[src/rtl/pdcq_pkg.sv]
// Package for the paced deduplicating command queue.
// Holds sizes, request and register codes and the controller state type.
// Has no dependencies of its own.
package pdcq_pkg;

    // Number of distinct commands; also the queue capacity.
    localparam int CMD_COUNT = 32;
    localparam int PTR_W     = (CMD_COUNT > 1) ? $clog2(CMD_COUNT) : 1;
    localparam int CNT_W     = $clog2(CMD_COUNT + 1);

    // Fixed field widths.
    localparam int IDX_W     = 5;
    localparam int RATE_W    = 12;
    localparam int TICK_W    = 14;
    localparam int BYTE_W    = 8;
    localparam int CFG_IDX_W = 2;
    localparam int CFG_DAT_W = 12;

    // ASCII '1' is the base of every command byte.
    localparam logic [BYTE_W-1:0] CMD_BASE = 8'h31;

    // Request kinds.
    localparam logic REQ_LOAD = 1'b0;
    localparam logic REQ_TICK = 1'b1;

    // Configuration register indexes.
    localparam logic [CFG_IDX_W-1:0] CFG_TICK_RATE   = 2'd0;
    localparam logic [CFG_IDX_W-1:0] CFG_DISABLE_IDX = 2'd1;

    // Controller states.
    typedef enum logic {
        ST_IDLE,
        ST_READ
    } t_state;

endpackage

[src/rtl/paced_dedup_command_queue.sv]
// A load or a non-sending tick updates the queue registers directly; a sending tick reads the head
// slot into r_rd_data (ST_READ), then registers its byte; a disable announcement is registered directly.
// Throughput: one transaction per cycle, except that a sending tick stalls requests while its slot
// is read and a held command byte stalls every request until it is taken.
// Reset (synchronous, active low) empties the queue, clears all pending marks, the tick
// counter and the enabled flag at once; the slot memory needs no clearing pass. Uses pdcq_pkg.
module paced_dedup_command_queue
    import pdcq_pkg::*;
(
    input  logic                  i_clk,
    input  logic                  i_rst_n,

    // Request channel.
    input  logic                  i_valid,
    output logic                  o_stall,
    input  logic                  i_req_type,
    input  logic [IDX_W-1:0]      i_cmd_index,
    input  logic                  i_control_enabled,

    // Command byte channel.
    output logic                  o_valid,
    input  logic                  i_stall,
    output logic [BYTE_W-1:0]     o_cmd_byte,

    // Configuration write channel.
    input  logic                  i_cfg_valid,
    output logic                  o_cfg_ready,
    input  logic [CFG_IDX_W-1:0]  i_cfg_index,
    input  logic [CFG_DAT_W-1:0]  i_cfg_data
);

    // Slot memory: command indices in ring order.
    logic [IDX_W-1:0]   r_slots [CMD_COUNT];
    logic [IDX_W-1:0]   r_rd_data;

    t_state             r_state, n_state;
    logic [PTR_W-1:0]   r_head, n_head;
    logic [PTR_W-1:0]   r_tail, n_tail;
    logic [CNT_W-1:0]   r_count, n_count;
    logic [CMD_COUNT-1:0] r_pending, n_pending;
    logic [TICK_W-1:0]  r_tick_cnt, n_tick_cnt;
    logic               r_was_en, n_was_en;
    logic               r_out_valid, n_out_valid;
    logic [BYTE_W-1:0]  r_out_byte, n_out_byte;
    logic [RATE_W-1:0]  r_tick_rate;
    logic [IDX_W-1:0]   r_disable_idx;

    logic               w_accept;
    logic               w_wr_en;
    logic [TICK_W-1:0]  w_period;
    logic               w_idx_ok;
    logic [PTR_W-1:0]   w_idx_sel;
    logic [PTR_W-1:0]   w_head_sel;

    // Handshakes.
    assign o_stall     = (r_state != ST_IDLE) || (r_out_valid && i_stall);
    assign w_accept    = i_valid && !o_stall;
    assign o_cfg_ready = 1'b1;
    assign o_valid     = r_out_valid;
    assign o_cmd_byte  = r_out_byte;

    // Send compare value is three times the rate: 2*rate + rate.
    assign w_period = {1'b0, r_tick_rate, 1'b0} + {2'b00, r_tick_rate};

    assign w_idx_ok   = 32'(i_cmd_index) < CMD_COUNT;
    assign w_idx_sel  = PTR_W'(i_cmd_index);
    assign w_head_sel = PTR_W'(r_rd_data);

    // Next state and datapath updates.
    always_comb begin
        n_state     = r_state;
        n_head      = r_head;
        n_tail      = r_tail;
        n_count     = r_count;
        n_pending   = r_pending;
        n_tick_cnt  = r_tick_cnt;
        n_was_en    = r_was_en;
        n_out_valid = r_out_valid && i_stall;
        n_out_byte  = r_out_byte;
        w_wr_en     = 1'b0;

        case (r_state)
            ST_IDLE: begin
                if (w_accept) begin
                    if (i_req_type == REQ_LOAD) begin
                        // Enqueue unless already pending or the queue is full.
                        if (w_idx_ok && !r_pending[w_idx_sel]
                            && (r_count < CNT_W'(CMD_COUNT))) begin
                            n_pending[w_idx_sel] = 1'b1;
                            w_wr_en = 1'b1;
                            n_tail  = (r_tail == PTR_W'(CMD_COUNT - 1)) ?
                                      '0 : r_tail + 1'b1;
                            n_count = r_count + 1'b1;
                        end
                    end else if (i_control_enabled) begin
                        n_was_en = 1'b1;
                        if (r_tick_cnt == w_period) begin
                            n_tick_cnt = '0;
                            // Pop the head; its slot is read this cycle.
                            if (r_count != '0) begin
                                n_head  = (r_head == PTR_W'(CMD_COUNT - 1)) ?
                                          '0 : r_head + 1'b1;
                                n_count = r_count - 1'b1;
                                n_state = ST_READ;
                            end
                        end else begin
                            n_tick_cnt = r_tick_cnt + 1'b1;
                        end
                    end else begin
                        // Disabled tick: flush everything, announce once.
                        n_pending  = '0;
                        n_count    = '0;
                        n_head     = '0;
                        n_tail     = '0;
                        n_tick_cnt = '0;
                        if (r_was_en) begin
                            n_was_en    = 1'b0;
                            n_out_valid = 1'b1;
                            n_out_byte  = CMD_BASE + BYTE_W'(r_disable_idx);
                        end
                    end
                end
            end
            ST_READ: begin
                // Head slot data has arrived: emit it and release its mark.
                n_out_valid = 1'b1;
                n_out_byte  = CMD_BASE + BYTE_W'(r_rd_data);
                if (32'(r_rd_data) < CMD_COUNT) begin
                    n_pending[w_head_sel] = 1'b0;
                end
                n_state = ST_IDLE;
            end
            default: begin
                n_state = ST_IDLE;
            end
        endcase
    end

    // State register.
    always_ff @(posedge i_clk) begin
        if (!i_rst_n) begin
            r_state <= ST_IDLE;
        end else begin
            r_state <= n_state;
        end
    end

    // Control and queue registers.
    always_ff @(posedge i_clk) begin
        if (!i_rst_n) begin
            r_head      <= '0;
            r_tail      <= '0;
            r_count     <= '0;
            r_pending   <= '0;
            r_tick_cnt  <= '0;
            r_was_en    <= 1'b0;
            r_out_valid <= 1'b0;
        end else begin
            r_head      <= n_head;
            r_tail      <= n_tail;
            r_count     <= n_count;
            r_pending   <= n_pending;
            r_tick_cnt  <= n_tick_cnt;
            r_was_en    <= n_was_en;
            r_out_valid <= n_out_valid;
        end
    end

    // Output payload needs no reset.
    always_ff @(posedge i_clk) begin
        r_out_byte <= n_out_byte;
    end

    // Configuration registers.
    always_ff @(posedge i_clk) begin
        if (!i_rst_n) begin
            r_tick_rate   <= RATE_W'(10);
            r_disable_idx <= '0;
        end else if (i_cfg_valid && o_cfg_ready) begin
            case (i_cfg_index)
                CFG_TICK_RATE:   r_tick_rate   <= i_cfg_data[RATE_W-1:0];
                CFG_DISABLE_IDX: r_disable_idx <= i_cfg_data[IDX_W-1:0];
                default: begin
                end
            endcase
        end
    end

    // Slot memory: one write port at the tail, registered read at the head.
    always_ff @(posedge i_clk) begin
        if (w_wr_en) begin
            r_slots[r_tail] <= i_cmd_index;
        end
        r_rd_data <= r_slots[r_head];
    end

    // The queue never holds more than its capacity.
    a_count_bound: assert property (@(posedge i_clk) disable iff (!i_rst_n)
        r_count <= CNT_W'(CMD_COUNT))
        else $error("queue count exceeds capacity");

    // A memory read completes only with the output register free.
    a_read_out_free: assert property (@(posedge i_clk) disable iff (!i_rst_n)
        (r_state == ST_READ) |-> !r_out_valid)
        else $error("head read while output still occupied");

    // An empty queue has its pointers together.
    a_empty_ptrs: assert property (@(posedge i_clk) disable iff (!i_rst_n)
        (r_count == '0) |-> (r_head == r_tail))
        else $error("empty queue with split pointers");

    // A disabled tick leaves nothing queued or pending.
    a_flush: assert property (@(posedge i_clk) disable iff (!i_rst_n)
        (w_accept && (i_req_type == REQ_TICK) && !i_control_enabled)
        |=> ((r_count == '0) && (r_pending == '0) && (r_tick_cnt == '0)))
        else $error("disabled tick did not flush the queue");

    // In the idle state the pending mark count matches the queue occupancy.
    a_marks_match: assert property (@(posedge i_clk) disable iff (!i_rst_n)
        (r_state == ST_IDLE) |-> ($countones(r_pending) == 32'(r_count)))
        else $error("pending marks disagree with queue count");

endmodule
[config.mk]
export PLATFORM = sky130hd
export DESIGN_NAME = paced_dedup_command_queue
export DESIGN_NICKNAME = d
export VERILOG_FILES = /design/src/rtl/pdcq_pkg.sv /design/src/rtl/paced_dedup_command_queue.sv
export SDC_FILE = /design/constraint.sdc
export NUM_CORES = 1
export LEC_CHECK = 0
export ABC_AREA = 1
export BUFFER_PORTS_ARGS = -buffer_cell sky130_fd_sc_hd__buf_2
export CAP_MARGIN = 25
export CORE_UTILIZATION = 55
export DETAILED_ROUTE_END_ITERATION = 12
export GPL_TIMING_DRIVEN = 0
export PLACE_DENSITY_LB_ADDON = 0.15
export SLEW_MARGIN = 10
export SYNTH_ARGS = -nofsm -noshare
export SYNTH_HDL_FRONTEND = slang
export SYNTH_SLANG_ARGS = --single-unit
[constraint.sdc]
create_clock -name i_clk -period 2.8 [get_ports i_clk]
set_input_delay 0.14 -clock i_clk [delete_from_list [all_inputs] [get_ports i_clk]]
set_output_delay 0.14 -clock i_clk [all_outputs]
set_load 0.01 [all_outputs]
==> results.md <==
- CP Data Required Time: 3.00 ns
- Clock buffer depth: 3
- Initial antenna violation count: 0
- First-iteration detailed-routing DRC count: 1091
- Sequential power share: 0.458
- P_leak: 5.29 nW
- Post-synth cell types: 45
- Status: complete, but fails checks
- Final ANT Viol Nets: 0
- Number of diodes: 0
- Vias in the first global route: 9452
- Via/cell ratio: 5.84
- Worst Hold Launch: i_rst_n
- Nets: 1532
- GPL Wtd Cong: 0.956
- HPWL after DPL: 22200 um
- EDFF count, synth: 167
- Area of the multi-input gates: 4860 sq um
- Row Count: 54
- CP startpoint kind: flop
- Largest area contributor in the netlist: edfxtp_1
- RSZ-0062 raised after global routing: yes
- Initial core utilization: 0.563
- Synthesized cell area: 12300 sq um
- Int Pwr: 6.76 mW
- Drt drc: 0
- Number of setup violations in the final report: 31
- Synthesized area per cell: 8.78 sq um
- Sw frac: 0.262
- Worst setup margin: -0.0589 ns
- Synth top area share: 0.407
- Worst Skew: 0.0146 ns
- Die width: 152 um
- Setup crit end kind: flop
- Final-report hold violation count: 0
- CTS HTree Levels: 1
- Slew HR: 0.467
- Most used DFF post-synth: edfxtp_1
- Worst Path Arrival: 3.06 ns
- Top post-synthesis cells by area: edfxtp_1, dfxtp_1, o21ai_0, nor2_1, nand2_1
- Proportion of power drawn by the clock network: 0.423
- IR drop worst, VDD: 544 uV
- Fmax achieved: 350 MHz
- Final Cycle Share: 1.02
- Setup Buffers After CTS: 0
- Sw Pwr: 2.40 mW
- Final slew viol count: 0
- Yosys reg bits: 254
- Worst Max-Slew Pin Slew: 0.799 ns
- Worst R2R Start: r_state
- First-pass detailed-route iteration total: 6
- Cell count after synthesis: 1402
- Crit Path Max Fanout: 10
- Clk pin slew, worst setup/hold paths: 0.06 ns
- Synth warnings: 0
- Post-synth top cells: nor2_1, o21ai_0, nand2_1
- Setup TNS: -0.963 ns
- Non-Filler Instances: 1783
- Largest net degree at the start of global routing: 38
- Overflow after GRT: 0
- Fill cell count: 1832
- Placed cell area: 12800 sq um
- Cell total after placement: 1713
- Combinational fraction of design power: 0.119
- Seq/Total Area, Yosys: 0.549
- Clock sink total: 254
- Share of layout cells above drive strength 1: 0.103
- First-pass GRT wire length: 50800 um
- Hold Path Class: input port to flop
- IO Count: 37
- CTS tree: yes
- GRT Overall Usage: 0.291
- Root buffer cell: clkbuf_16
- Die Span Y: 152 um
- Critical path type: flop to flop
- Die area: 23000 sq um
- Final WL: 33400 um
- Crit path launch: r_state
- Failing checks: negative setup slack
- Clk_lat worst skew: 0.55 ns
- Async SR Flop Fraction: 0
- Syn Nets: 1453
- Port bufs: 31
- Top-count cell post-synth: nor2_1
- Total number of vias: 10400
- Clock buffer count from CTS: 28
- Total core area: 21900 sq um
- Area Overhead vs Synth: 14.6%
- Finished Cell Area: 14100 sq um
- DR WL/cell: 18.7 um
- MaxCap Viol Count: 0
- Pwr dens: 649 nW/um^2
- FF/Latch Area: 6760 sq um
- Post-layout util: 0.645
- Minimum clock period: 2.86 ns
==> path summary, 6_finish.rpt <==
check | end | slack (ns) | depth (start not counted)
worst max-delay path | r_slots[21][0] | -0.06 | 10
worst min-delay path | r_count[5] | 0.05 | 3
worst max register to register | r_slots[21][0] | -0.06 | 10
worst min register to register | r_was_en | 0.47 | 2
==> layer usage <==
metal / vias up / GRT usage / share of wire / wire length, um
li1: 4987 / - / - / -
met1: 4887 / 0.413 / 0.42 / 13900
met2: 471 / 0.460 / 0.46 / 15300
met3: 70 / 0.0419 / 0.097 / 3240
met4: 0 / 0.0876 / 0.026 / 863
met5: - / 0 / 0 / 0
==> final cells by class <==
class	instances	share of cell area
Clock buffer	30	0.0532
Timing Repair Buffer	49	0.0241
Multi-Input combinational cell	947	0.344
Inverter	132	0.0351
Sequential cell	254	0.479
Buffer	69	0.0231
Tap cell	280	0.0248
Clock inverter	22	0.0165
==> logic make-up (layout without fill, tap and decap cells) <==
| family | Yosys count | after routing | share of synthesized area |
|---|---|---|---|
| adders and majority gates | 25 | 25 | 0.0260 |
| xor gates and xnor gates | 27 | 27 | 0.0192 |
| AOI/OAI and AO/OA | 353 | 353 | 0.158 |
| buffers and inverters | 201 | 302 | 0.0658 |
| other | 2 | 2 | 0.000610 |
| and+or+nand+nor | 540 | 540 | 0.182 |
| DFF | 254 | 254 | 0.549 |
==> critical path, cell delays in order, from the launching register on <==
cell and delay, ns:
dfxtp_1 0.30, buf_2 0.18, inv_2 0.08, nand3_1 0.15
inv_1 0.14, nand2_1 0.09, a21oi_1 0.17, nand3_2 0.14
nor2_1 0.31, nand2_1 0.48, nor2_2 0.47
==> per-stage QoR <==
stage	power, mW	worst slack [ns]	hold slack [ns]
floorplan	4.95	0.555	0.239
finish	9.16	-0.0589	0.0494
CTS	9.15	-0.0608	0.0241
global placement	5.28	-0.661	0.365
global route	9.45	-0.133	0.0456
detailed placement	5.29	-0.711	0.370
==> power by group through the flow <==
stage / combinational (mW) / clock (mW) / sequential, mW
after floorplan: 0.705 / 0 / 4.25
after global placement: 1.00 / 0 / 4.27
after detailed placement: 1.02 / 0 / 4.28
after CTS: 1.05 / 3.91 / 4.20
after global routing: 1.19 / 4.04 / 4.21
final: 1.09 / 3.87 / 4.20
==> state kept, by name, indices dropped and copies added (netlist names) <==
register,count
r_disable_idx,5
r_slots,160
r_tail,5
r_rd_data,5
r_tick_cnt,14
r_was_en,1
r_state,1
o_cmd_byte,7
r_count,6
r_tick_rate,12
r_pending,32
r_head,5
o_valid,1
==> timing repair <==
| action | CTS | global route |
|---|---|---|
| pin swaps | 0 | 2 |
| hold buffers | 18 | 0 |
| hold endpoints to repair | 18 | 0 |
| gates resized for setup | 24 | 26 |
| setup endpoints to repair | 135 | 185 |
==> cell usage in the layout (no fill, tap or decap), types with 7 or more instances in the layout <==
cell and n:
o22ai_1 31, xnor2_1 10, nand3_1 70, nor2_1 206
dlygate4sd3_1 18, ha_1 24, inv_1 125, o21ai_1 29
clkbuf_1 50, nand2_1 178, xor2_1 17, nand2_2 7
edfxtp_1 167, buf_2 36, dfxtp_1 86, nand4_1 10
o221ai_1 22, nor3_1 18, clkbuf_16 30, o21ai_0 190
nor2_2 33, clkinv_2 11, a21oi_1 58
Power figures use the tool's default switching activity.
